--- src/ted_pkg.sv ---
`timescale 1ns / 1ps
// ----------------------------------------------------------------------------
// Text encoding detector package
// Result codes, byte order mark and UTF-8 tag constants used by the detector.
// ----------------------------------------------------------------------------
package ted_pkg;

  localparam int unsigned ByteW = 8;
  localparam int unsigned EncW  = 3;

  typedef enum logic [EncW-1:0] {
    ENC_UNKNOWN  = 3'd0,
    ENC_UTF16_LE = 3'd1,
    ENC_UTF16_BE = 3'd2,
    ENC_UTF8_BOM = 3'd3,
    ENC_UTF8     = 3'd4,
    ENC_ANSI     = 3'd5
  } enc_e;

  localparam logic [ByteW-1:0] BomEf = 8'hEF;
  localparam logic [ByteW-1:0] BomBb = 8'hBB;
  localparam logic [ByteW-1:0] BomBf = 8'hBF;
  localparam logic [ByteW-1:0] BomFe = 8'hFE;
  localparam logic [ByteW-1:0] BomFf = 8'hFF;

  localparam logic [1:0] ContTag  = 2'b10;
  localparam logic [2:0] Lead2Tag = 3'b110;
  localparam logic [3:0] Lead3Tag = 4'b1110;
  localparam logic [4:0] Lead4Tag = 5'b11110;

endpackage

--- src/ted_if.sv ---
`timescale 1ns / 1ps
// ----------------------------------------------------------------------------
// Text encoding detector channels
// Valid/ready channels for incoming bytes and outgoing classifications.
// ----------------------------------------------------------------------------
interface ted_in_if;
  logic       valid;
  logic       ready;
  logic [7:0] byte_value;
  logic       last_byte;

  modport source (output valid, output byte_value, output last_byte, input ready);
  modport sink   (input valid, input byte_value, input last_byte, output ready);
endinterface

interface ted_out_if;
  logic       valid;
  logic       ready;
  logic [2:0] encoding;

  modport source (output valid, output encoding, input ready);
  modport sink   (input valid, input encoding, output ready);
endinterface

--- src/text_encoding_detector.sv ---
`timescale 1ns / 1ps
// ----------------------------------------------------------------------------
// Text encoding detector
// Classifies a byte buffer by byte order mark and UTF-8 structure.
// ----------------------------------------------------------------------------
// One byte is taken per item, one item per clock unless a closing byte waits
// on a pending result. Each byte passes an input register, then combinational
// compares against the running buffer state (first two bytes, continuation
// bytes owed, fail and high-bit flags). The item flagged as last yields one
// classification, registered from the input into the result register. While
// a result waits, other bytes keep flowing; only a closing byte holds in the
// input register until the result is taken. State resets after each result.
module text_encoding_detector (
  input  logic             clk_i,
  input  logic             rst_ni,
  ted_in_if.sink           in_i,
  ted_out_if.source        out_o
);
  import ted_pkg::*;

  logic             in_valid_q;
  logic [ByteW-1:0] byte_q;
  logic             last_q;

  logic [1:0]       seen_q, seen_d;
  logic [ByteW-1:0] first_q, first_d;
  logic [ByteW-1:0] second_q, second_d;
  logic [1:0]       owed_q, owed_d;
  logic             fail_q, fail_d;
  logic             high_q, high_d;

  logic             out_valid_q, out_valid_d;
  enc_e             enc_q, enc_d;

  logic             proc;
  logic             emit;

  assign proc      = in_valid_q && (!last_q || !out_valid_q || out_o.ready);
  assign emit      = proc && last_q;
  assign in_i.ready = !in_valid_q || proc;

  always_ff @(posedge clk_i or negedge rst_ni) begin
    if (!rst_ni) begin
      in_valid_q <= 1'b0;
    end else if (in_i.ready) begin
      in_valid_q <= in_i.valid;
    end
  end

  always_ff @(posedge clk_i) begin
    if (in_i.ready && in_i.valid) begin
      byte_q <= in_i.byte_value;
      last_q <= in_i.last_byte;
    end
  end

  always_comb begin
    seen_d   = seen_q;
    first_d  = first_q;
    second_d = second_q;
    owed_d   = owed_q;
    fail_d   = fail_q;
    high_d   = high_q;
    enc_d    = enc_q;

    unique case (seen_q)
      2'd0: first_d = byte_q;
      2'd1: second_d = byte_q;
      2'd2: begin
        if (first_q == BomEf && second_q == BomBb && byte_q != BomBf) begin
          second_d = '0;
        end
      end
      default: ;
    endcase
    if (seen_q != 2'd3) begin
      seen_d = seen_q + 2'd1;
    end

    if (!fail_q) begin
      if (owed_q != 2'd0) begin
        if (byte_q[7:6] != ContTag) begin
          fail_d = 1'b1;
        end else begin
          owed_d = owed_q - 2'd1;
        end
      end else if (byte_q[7]) begin
        high_d = 1'b1;
        if (byte_q[7:5] == Lead2Tag) begin
          owed_d = 2'd1;
        end else if (byte_q[7:4] == Lead3Tag) begin
          owed_d = 2'd2;
        end else if (byte_q[7:3] == Lead4Tag) begin
          owed_d = 2'd3;
        end else begin
          fail_d = 1'b1;
        end
      end
    end

    if (seen_d != 2'd3) begin
      enc_d = ENC_UNKNOWN;
    end else if (first_d == BomFf && second_d == BomFe) begin
      enc_d = ENC_UTF16_LE;
    end else if (first_d == BomFe && second_d == BomFf) begin
      enc_d = ENC_UTF16_BE;
    end else if (first_d == BomEf && second_d == BomBb) begin
      enc_d = ENC_UTF8_BOM;
    end else if (fail_d || owed_d != 2'd0 || !high_d) begin
      enc_d = ENC_ANSI;
    end else begin
      enc_d = ENC_UTF8;
    end

    if (last_q) begin
      seen_d   = '0;
      first_d  = '0;
      second_d = '0;
      owed_d   = '0;
      fail_d   = 1'b0;
      high_d   = 1'b0;
    end
  end

  always_comb begin
    out_valid_d = out_valid_q;
    if (emit) begin
      out_valid_d = 1'b1;
    end else if (out_o.ready) begin
      out_valid_d = 1'b0;
    end
  end

  always_ff @(posedge clk_i or negedge rst_ni) begin
    if (!rst_ni) begin
      seen_q      <= '0;
      first_q     <= '0;
      second_q    <= '0;
      owed_q      <= '0;
      fail_q      <= 1'b0;
      high_q      <= 1'b0;
      out_valid_q <= 1'b0;
    end else begin
      out_valid_q <= out_valid_d;
      if (proc) begin
        seen_q   <= seen_d;
        first_q  <= first_d;
        second_q <= second_d;
        owed_q   <= owed_d;
        fail_q   <= fail_d;
        high_q   <= high_d;
      end
    end
  end

  always_ff @(posedge clk_i) begin
    if (emit) begin
      enc_q <= enc_d;
    end
  end

  assign out_o.valid    = out_valid_q;
  assign out_o.encoding = enc_q;

  // buffer state is cleared once its result is taken into the result register
  a_clear_after_result: assert property (@(posedge clk_i) disable iff (!rst_ni)
    emit |=> (seen_q == 2'd0 && owed_q == 2'd0 && !fail_q && !high_q))
    else $error("buffer state not cleared after result");

  // owed continuations only follow a high lead byte
  a_owed_needs_lead: assert property (@(posedge clk_i) disable iff (!rst_ni)
    (owed_q != 2'd0) |-> high_q)
    else $error("continuations owed without a lead byte");

  a_fail_needs_high: assert property (@(posedge clk_i) disable iff (!rst_ni)
    fail_q |-> high_q)
    else $error("sequence failure without a high byte");

  // a result is never overwritten while waiting
  a_no_overwrite: assert property (@(posedge clk_i) disable iff (!rst_ni)
    (out_valid_q && !out_o.ready) |-> !emit)
    else $error("pending result overwritten");

endmodule
--- src/flat_wrapper.sv ---
// flat-port wrapper written by rule: the top's interface ports become plain ports
module text_encoding_detector_flat import ted_pkg::*;
  (clk_i, rst_ni, in_i_valid, in_i_byte_value, in_i_last_byte, in_i_ready, out_o_valid, out_o_encoding, out_o_ready);
  ted_in_if in_i_i ();
  ted_out_if out_o_i ();
  input  logic clk_i;
  input  logic rst_ni;
  input wire logic [$bits(in_i_i.valid)-1:0] in_i_valid;
  input wire logic [$bits(in_i_i.byte_value)-1:0] in_i_byte_value;
  input wire logic [$bits(in_i_i.last_byte)-1:0] in_i_last_byte;
  output wire logic [$bits(in_i_i.ready)-1:0] in_i_ready;
  output wire logic [$bits(out_o_i.valid)-1:0] out_o_valid;
  output wire logic [$bits(out_o_i.encoding)-1:0] out_o_encoding;
  input wire logic [$bits(out_o_i.ready)-1:0] out_o_ready;
  assign in_i_i.valid = in_i_valid;
  assign in_i_i.byte_value = in_i_byte_value;
  assign in_i_i.last_byte = in_i_last_byte;
  assign in_i_ready = in_i_i.ready;
  assign out_o_valid = out_o_i.valid;
  assign out_o_encoding = out_o_i.encoding;
  assign out_o_i.ready = out_o_ready;
  text_encoding_detector u_core (.clk_i(clk_i), .rst_ni(rst_ni), .in_i(in_i_i), .out_o(out_o_i));
endmodule
--- config.mk ---
export PLATFORM = sky130hd
export DESIGN_NAME = text_encoding_detector_flat
export DESIGN_NICKNAME = d
export VERILOG_FILES = /design/src/ted_pkg.sv /design/src/ted_if.sv /design/src/text_encoding_detector.sv /design/src/flat_wrapper.sv
export SDC_FILE = /design/constraint.sdc
export NUM_CORES = 1
export LEC_CHECK = 0
export BUFFER_PORTS_ARGS = -buffer_cell sky130_fd_sc_hd__buf_2
export CORE_AREA = 2 2 70 66
export DETAILED_ROUTE_END_ITERATION = 7
export DIE_AREA = 0 0 72 68
export PLACE_DENSITY_LB_ADDON = 0.2
export SLEW_MARGIN = 15
export SYNTH_ARGS = -nofsm -noshare
export SYNTH_HDL_FRONTEND = slang
export SYNTH_SLANG_ARGS = --single-unit
--- constraint.sdc ---
create_clock -name clk_i -period 2.75 [get_ports clk_i]
set_clock_uncertainty 0.2 [all_clocks]
set_input_delay 0.1375 -clock clk_i [delete_from_list [all_inputs] [get_ports clk_i]]
set_output_delay 0.1375 -clock clk_i [all_outputs]
set_load 0.01 [all_outputs]
Yosys cells after proc, flatten, opt, wreduce, memory -nomap -nowiden
Index checks and enable logic that the tools add are counted.
{ "classes": {"reduce_logical": 23, "muxes": 33, "addsub": 2, "eq_ne": 17} }
{ "ops": {"columns": ["op", "n"], "rows": [
  ["== test 8 bit (second input constant)", 8],
  ["two-way mux 8 bit", 4],
  ["two-way mux 2 bit", 12],
  ["two-way mux 1 bit", 16],
  ["case mux 8 bit (2 select lines)", 1],
  ["logical AND 1 bit", 8],
  ["inequality test 8 bit (second input constant)", 1],
  ["inequality test 2 bit (second input constant)", 3],
  ["nonzero test 2 bit", 3],
  ["== test 5 bit (second input constant)", 1],
  ["logical OR 1 bit", 5],
  ["== test 4 bit (second input constant)", 1],
  ["logical NOT 1 bit", 4],
  ["OR reduction 4 bit", 1],
  ["== test 3 bit (second input constant)", 1],
  ["adder 2 x 1 -> 2 bit (second input constant)", 1],
  ["== test 2 x 1 -> 1 bit (second input constant)", 1],
  ["== test 2 bit (second input constant)", 1],
  ["logical NOT 2 bit", 1],
  ["OR reduction 2 bit", 1],
  ["subtractor 2 x 1 -> 2 bit (second input constant)", 1]
]} }
{ "word_totals": {"word_cells": 88, "regBits": 36, "out_inout_bits": 5, "input_bits": 13} }

Longest topological paths before layout
Gate-level depths: netlist (run 1).
{ "depth": {"depth_word": 14, "mapped_depth": 9, "mapped_depth_nobuf": 8} }

Least setup slack after synthesis (run 1)
No wires, ideal clock.
{ "synth_timing": {"path_type": "flip-flop to flip-flop", "from": "register u_core.seen_q[0]", "to": "register u_core.enc_q[0] (netlist: u_core.out_o.encoding[0]) (data pin)", "required_time_ns": 2.398, "period_less_slack_ns": 2.802, "stages_incl_launch_ff": 10, "arrival_ns": 2.451, "setup_time_ns": 0.152, "slack_ns": -0.052, "path_buffers": 1, "cell_sequence": "dfrtp_1 > inv_1 > ha_1 > and2_1 > buf_6 > a22oi_2 > or4_1 > or3_4 > a2111o_1 > a31oi_1"} }
{ "synth_via": {"elab_chain_cells": 7, "word_cells_on_any_way": 21, "classes_between": "add/sub: 1; eq/ne: 10; mux: 6; reduce/logical: 4"} }
{ "synth_lines": {"columns": ["element", "line", "source"], "rows": [
  ["from (decl)", "text_encoding_detector.sv:25", "logic [1:0] seen_q, seen_d;"],
  ["from (signal assigned)", "text_encoding_detector.sv:146", "seen_q <= seen_d;"],
  ["== test 2 bit (tied with other cells)", "text_encoding_detector.sv:66", "unique case (seen_q)"],
  ["case mux 8 bit (2 select lines) or two-way mux 8 bit (tied branches)", "text_encoding_detector.sv:66", null],
  ["== test 8 bit", "text_encoding_detector.sv:107", "end else if (first_d == BomEf && second_d == BomBb) begin"],
  ["logical AND 1 bit", "text_encoding_detector.sv:107", null],
  ["two-way mux 2 bit", "text_encoding_detector.sv:107", null],
  ["two-way mux 2 bit", "text_encoding_detector.sv:105", "end else if (first_d == BomFe && second_d == BomFf) begin"],
  ["two-way mux 1 bit", "text_encoding_detector.sv:103", "end else if (first_d == BomFf && second_d == BomFe) begin"],
  ["to (signal assigned)", "text_encoding_detector.sv:158", "enc_q <= enc_d;"],
  ["to (decl)", "text_encoding_detector.sv:33", "enc_e enc_q, enc_d;"]
]} }
Several ways; a longest one is shown, not always the timed one.
A chain may end at the register's enable or synchronous reset.

Worst setup path after layout (run 1)
Ends and elaborated chain as after synthesis.

==> results.cfg, run 1 <==
[job]
cap_viol_max_count = 0

[global_route]
grt_pass1_wl_um = 7976
grt_usage_pct = 21.96
grt_max_degree = 25
first_global_vias = 1690
globalRouteOverflowTotal = 0
antenna_found_initial = 0

[logic_synthesis]
yosysSeqAreaShare_pct = 47.73
netlist_area_mm2 = 0.002013
avgSynthCellArea_um2 = 9.632
async_flop_share_pct = 66.67
synthDistinctLibCells = 48
synth_fp_nets = 227
yosysTopAreaCell = dfrtp_1
synthFlopType = dfrtp_1
syn_inst = 209
synth_area_leaders = dfrtp_1 30%, edfxtp_1 18%, a22oi_1 6.3%
ys_ff_latch = 36
ys_warn_count = 0
yosysTopAreaCellShare_pct = 29.83
synth_edf_count = 12

[drt]
routed_wl_um = 4917
drt_pass1_iterations = 4
via_per_inst = 5.870
via_count = 1761
drc = 0
drt-initial-drc-count = 93
wire_per_inst_um = 16.39
ant_nets = 0

[power_and_ir_drop]
cellPowerDensity_mw_per_mm2 = 670.2
peakVddDrop_v = 0.0003777
total_power_mw = 1.665
p_comb_share_pct = 28.8
switching_share_pct = 32.21
netSwitchingPower_uw = 536.4
power_frac_seq_pct = 43.2
clkPwrFrac_pct = 28.0
p_int_mw = 1.129
power.leakage_nw = 1.004

[setup_path]
end_kind = register
reg2reg_depth = 8
worstSetupStartpointType = register
path_class = register to register
cp.arrival_ns = 2.45
cp.required_ns = 2.58
worst-path-max-fanout = 5

[timing]
fin_crit_ns = 2.614
worst_pin_slew_ns = 0.5668
timing.final.ws_setup_ns = 0.1357
slew_headroom_pct = 62.21
setup_tns_ns = 0
hold_viol = 0
fmax_mhz = 382.5
finalCritPeriodShare_pct = 95.06
finalSetupViolCount = 0
rsz0062_at_grt = false
maxSlewViolCount = 0

[clocking]
cts_tree = done
clock_latency_ns = 0.29
cts_setup_buffers = 0
cts_root_buffer = clkbuf_8
cts_max_level = 2
path_clk_slew_ns = 0.07
cts_buffers = 5
clock_sinks = 36
clockBufferDepth = 2

[place]
gp_congestion = 0.9732
pre_cts_slack_ns = -0.08805
portBuffers = 17
dpl.hpwl_um = 3399
numPlacedInstances = 279

[layout]
stdcell_count = 300
antennaDiodeCount = 0
fillers = 353
final_layout_size_suffix_gt1_share_pct = 21.60
syn_to_final_growth_pct = 23.43
multiInputGateArea_um2 = 984.7
nets = 267
seq_area_um2 = 960.9
post-route-util_pct = 58.74

[worst_hold_path]
hp-class = input port to asynchronous set/reset pin

[floorplanning]
core-area_mm2 = 0.004230
ios = 18
rows = 23
dieWidth_um = 72
die_area_mm2 = 0.004896
die_h_um = 68
start_util_pct = 47.59

[status]
outcome = complete, no violations
## synth_stat cells (2+ instances only)
cell type / count
a31oi_1: 2
a21oi_1: 9
nand2_1: 23
o31ai_1: 3
nor3_1: 4
nand2b_1: 3
nand3_1: 5
dfrtp_1: 24
o21ai_0: 23
o22ai_1: 2
clkbuf_1: 6
or4_1: 3
and2_1: 3
nor4_1: 4
a22oi_1: 17
edfxtp_1: 12
inv_1: 12
nand4_1: 3
a21boi_0: 2
buf_6: 3
nor2_1: 9
ha_1: 5
nor2b_1: 4
nand4b_1: 2
or3_1: 2
or2b_2: 2
## cell type report
class	count	share of cell area, %
repair buffers	44	12.89
inverters	12	1.813
clock inverters	3	1.712
well taps	50	2.518
clock buffers	5	2.769
flip-flops and latches	36	38.67
multi-input cells	150	39.63
## critical path: stages, from the launching register on
cell and delay [ns]:
dfrtp_1 0.40, inv_2 0.08, ha_4 0.21, or2b_4 0.24, a22oi_1 0.06, or4_1 0.49, or3_4 0.36, o31ai_2 0.25
a31oi_1 0.06
## path summary, 6_finish.rpt
path	startpoint	endpoint	slack, ns
max in group asynchronous	rst_ni	u_core.in_valid_q	1.80
hold reg to reg	u_core.high_q	u_core.high_q	0.32
hold / removal	rst_ni	u_core.first_q[2]	0.17
setup reg to reg	u_core.seen_q[0]	u_core.out_o.encoding[0]	0.14
min in group clk_i	u_core.high_q	u_core.high_q	0.32
setup / recovery	u_core.seen_q[0]	u_core.out_o.encoding[0]	0.14
## power by group through the flow
stage	clock network (mW)	registers [mW]	logic, mW
floorplan	0	0.705	0.310
global placement	0	0.723	0.433
detailed placement	0	0.724	0.440
CTS	0.477	0.716	0.465
global route	0.496	0.730	0.540
finish	0.466	0.719	0.480
## logic make-up (layout without fill, tap and decap cells)
| kind of cell | Yosys count | count (layout) | synth area share [%] |
|---|---|---|---|
| simple gates | 74 | 74 | 20.07 |
| compound gates | 69 | 69 | 22.44 |
| flops | 36 | 36 | 47.73 |
| buf+inv | 23 | 64 | 5.593 |
| fa+ha+maj | 5 | 5 | 3.108 |
| mux | 2 | 2 | 1.057 |
## sequential cells by signal (all words and copies together), names as in the netlist
register               cells
u_core.out_o.valid         1
u_core.fail_q              1
u_core.byte_q              8
u_core.first_q             8
u_core.out_o.encoding      3
u_core.last_q              1
u_core.owed_q              2
u_core.seen_q              2
u_core.second_q            8
u_core.high_q              1
u_core.in_valid_q          1
## repair_timing
item,CTS,global route
endpoints found under the hold margin,35,0
setup endpoints to repair,1,2
hold buffers,13,0
resized for setup,6,4
pin swaps,0,2
## routing by layer
layer  track usage, %  vias to the layer above  share of wire, %
met1            27.75                      823                44
met5                0                        -                 0
li1                 -                      860                 -
met4            14.62                        0               3.8
met2            34.84                       62                47
met3            3.976                       16               5.6
## metrics by stage
step | hold slack, ns | instance area, um^2
3_3_place_gp | -0.03238 | 2211
4_1_cts | 0.1879 | 2460
2_1_floorplan | -0.3581 | 2026
6_report | 0.1708 | 2485
5_1_grt | 0.2263 | 2485
3_5_place_dp | -0.03946 | 2211
## layout by cell type, fill, tap and decap left out, types with 4 or more instances in the layout
master | synthesis | routed
buf_2 | 0 | 17
edfxtp_1 | 12 | 12
nand3_1 | 5 | 5
nor4_1 | 4 | 4
a21oi_1 | 9 | 9
nor2b_1 | 4 | 4
dlygate4sd3_1 | 0 | 13
a22oi_1 | 17 | 15
nor2_1 | 9 | 9
dfrtp_1 | 24 | 24
o21ai_0 | 23 | 23
inv_1 | 12 | 10
buf_4 | 1 | 14
nor3_1 | 4 | 4
clkbuf_8 | 0 | 5
nand2_1 | 23 | 23
(Power assumes the default switching activity.)
==> inputs of run 2 (changes only) <==
- PLACE_DENSITY: unset -> 0.69
- PLACE_DENSITY_LB_ADDON: 0.2 -> unset
==> run 2 against run 1 <==
Net effect: sequential share of layout area fell by 0.097 points; wire length fell by 5.2%; die area did not move; first-iteration DRC count rose by 30%; combinational power rose by 3%; core utilization rose by 0.15 points; critical endpoint unchanged; non-clock buffer count rose by 3; largest cell class unchanged; register-to-register slack got worse by 0.06 ns; clock-buffer cell count did not move.
==> results.cfg, run 2 (synthesis gave the netlist of run 1 again) <==
[clocking]
clockBufferDepth = 2
clock_latency_ns = 0.29
cts_buffers = 5
cts_max_level = 2
clock_sinks = 36
cts_tree = done
path_clk_slew_ns = 0.07
cts_root_buffer = clkbuf_8

[global_route]
grt_pass1_wl_um = 7955
grt_max_degree = 25
antenna_found_initial = 0
first_global_vias = 1685
grt_usage_pct = 21.67
globalRouteOverflowTotal = 0

[power_and_ir_drop]
p_comb_share_pct = 31.3
total_power_mw = 1.573
cellPowerDensity_mw_per_mm2 = 631.4
netSwitchingPower_uw = 522.7
switching_share_pct = 33.23
clkPwrFrac_pct = 23.2
power.leakage_nw = 1.012
p_int_mw = 1.050
power_frac_seq_pct = 45.5
peakVddDrop_v = 0.0004249

[place]
portBuffers = 17
numPlacedInstances = 280
gp_congestion = 0.9525
dpl.hpwl_um = 3333

[layout]
stdcell_count = 303
antennaDiodeCount = 0
post-route-util_pct = 58.89
syn_to_final_growth_pct = 23.74
final_common_cell = dfrtp_1
final_layout_size_suffix_gt1_share_pct = 22.53
layout_common_cells = 24 x dfrtp_1, 23 x nand2_1, 23 x o21ai_0
nets = 270
reg.largest.list = u_core.byte_q (8), u_core.first_q (8), u_core.second_q (8)

[timing]
slew_headroom_pct = 61.85
maxSlewViolCount = 0
finalSetupViolCount = 0
rsz0062_at_grt = true
worst_pin_slew_ns = 0.5723
fmax_mhz = 373.4
fin_crit_ns = 2.678
hold_viol = 0
finalCritPeriodShare_pct = 97.38

[floorplanning]
dieWidth_um = 72
ios = 18
die_area_mm2 = 0.004896
rows = 23
core-area_mm2 = 0.004230
die_h_um = 68
start_util_pct = 47.59

[drt]
drc = 0
via_count = 1766
routed_wl_um = 4661
drt-initial-drc-count = 121
via_per_inst = 5.828
wire_per_inst_um = 15.38
drt_pass1_iterations = 4
ant_nets = 0

[setup_path]
worstSetupStartpointType = register
cpPeakStageDelay_ns = 0.51
end_kind = register
cp.required_ns = 2.68
path_delay_family = simple AND/OR/NAND/NOR gates
worst-path-max-fanout = 5
cp.arrival_ns = 2.61
slowest_stage = or4_1
crit_chain = inv_2 -> ha_4 -> or2b_4 -> a22oi_2 -> or4_1 -> or3_4 -> a2111o_1 -> a31oi_1
crit_buf_inv = 1
path_class = register to register

[status]
outcome = complete, no violations

[worst_hold_path]
hp-class = input port to asynchronous set/reset pin

[job]
cap_viol_max_count = 0
==> run 2: cell types whose count changed in the layout (fill, tap and decap cells not counted), sizes merged <==
cell / change
buf: +3
clkinv: +2
bufinv: -1
clkinvlp: -1
==> run 2: final timing paths <==
kind	startpoint	to	slack (ns)	depth (start not counted)
worst max-delay path	u_core.seen_q[1]	u_core.out_o.encoding[0]	0.07	8
worst min-delay path	rst_ni	u_core.second_q[1]	0.18	2
worst max register to register	u_core.seen_q[1]	u_core.out_o.encoding[0]	0.07	8
worst min register to register	u_core.first_q[4]	u_core.first_q[4]	0.31	2
max in group asynchronous	rst_ni	u_core.seen_q[1]	1.79	2
min in group clk_i	u_core.first_q[4]	u_core.first_q[4]	0.31	2
==> run 2: power groups by stage <==
stage	registers [mW]	clock network [mW]	logic (mW)
after global routing	0.726	0.402	0.550
after CTS	0.713	0.374	0.472
final	0.715	0.365	0.492
after global placement	0.722	0	0.439
after detailed placement	0.722	0	0.442
after floorplan	0.705	0	0.310
==> run 2: cell type report <==
cell class / count / area [um^2]
inverters: 12 / 45.04
fillers: 346 / 1739
well taps: 50 / 62.56
clock buffers: 5 / 68.82
multi-input cells: 150 / 992.2
clock inverters: 3 / 18.77
flip-flops and latches: 36 / 960.9
repair buffers: 47 / 342.8
==> run 2: routing by layer <==
| layer | up-vias | routed length [um] | track usage [%] |
|---|---|---|---|
| met5 | - | 0 | 0 |
| met3 | 10 | 166 | 4.271 |
| met1 | 841 | 2091 | 27.31 |
| li1 | 870 | - | - |
| met2 | 45 | 2305 | 35.88 |
| met4 | 0 | 97 | 11.08 |
==> run 2: what timing repair did <==
| item | in CTS | in global routing |
|---|---|---|
| endpoints found under the hold margin | 35 | 0 |
| endpoints found under the setup margin | 1 | 1 |
| pin swaps | 0 | 5 |
| gates resized for setup | 8 | 3 |
| buffers inserted | 0 | 2 |
| hold buffers | 13 | 0 |
==> run 2: metrics by stage <==
step / setup slack, ns / hold WS (ns) / TNS (ns) / instance area (um^2)
after floorplan: 0.002439 / -0.3581 / 0 / 2026
after global placement: -0.07288 / -0.03191 / -0.07288 / 2218
after detailed placement: -0.1507 / -0.03690 / -0.1507 / 2218
after CTS: 0.008513 / 0.1810 / 0 / 2451
after global routing: -0.06898 / 0.2178 / -0.06898 / 2491
final: 0.07199 / 0.1772 / 0 / 2491
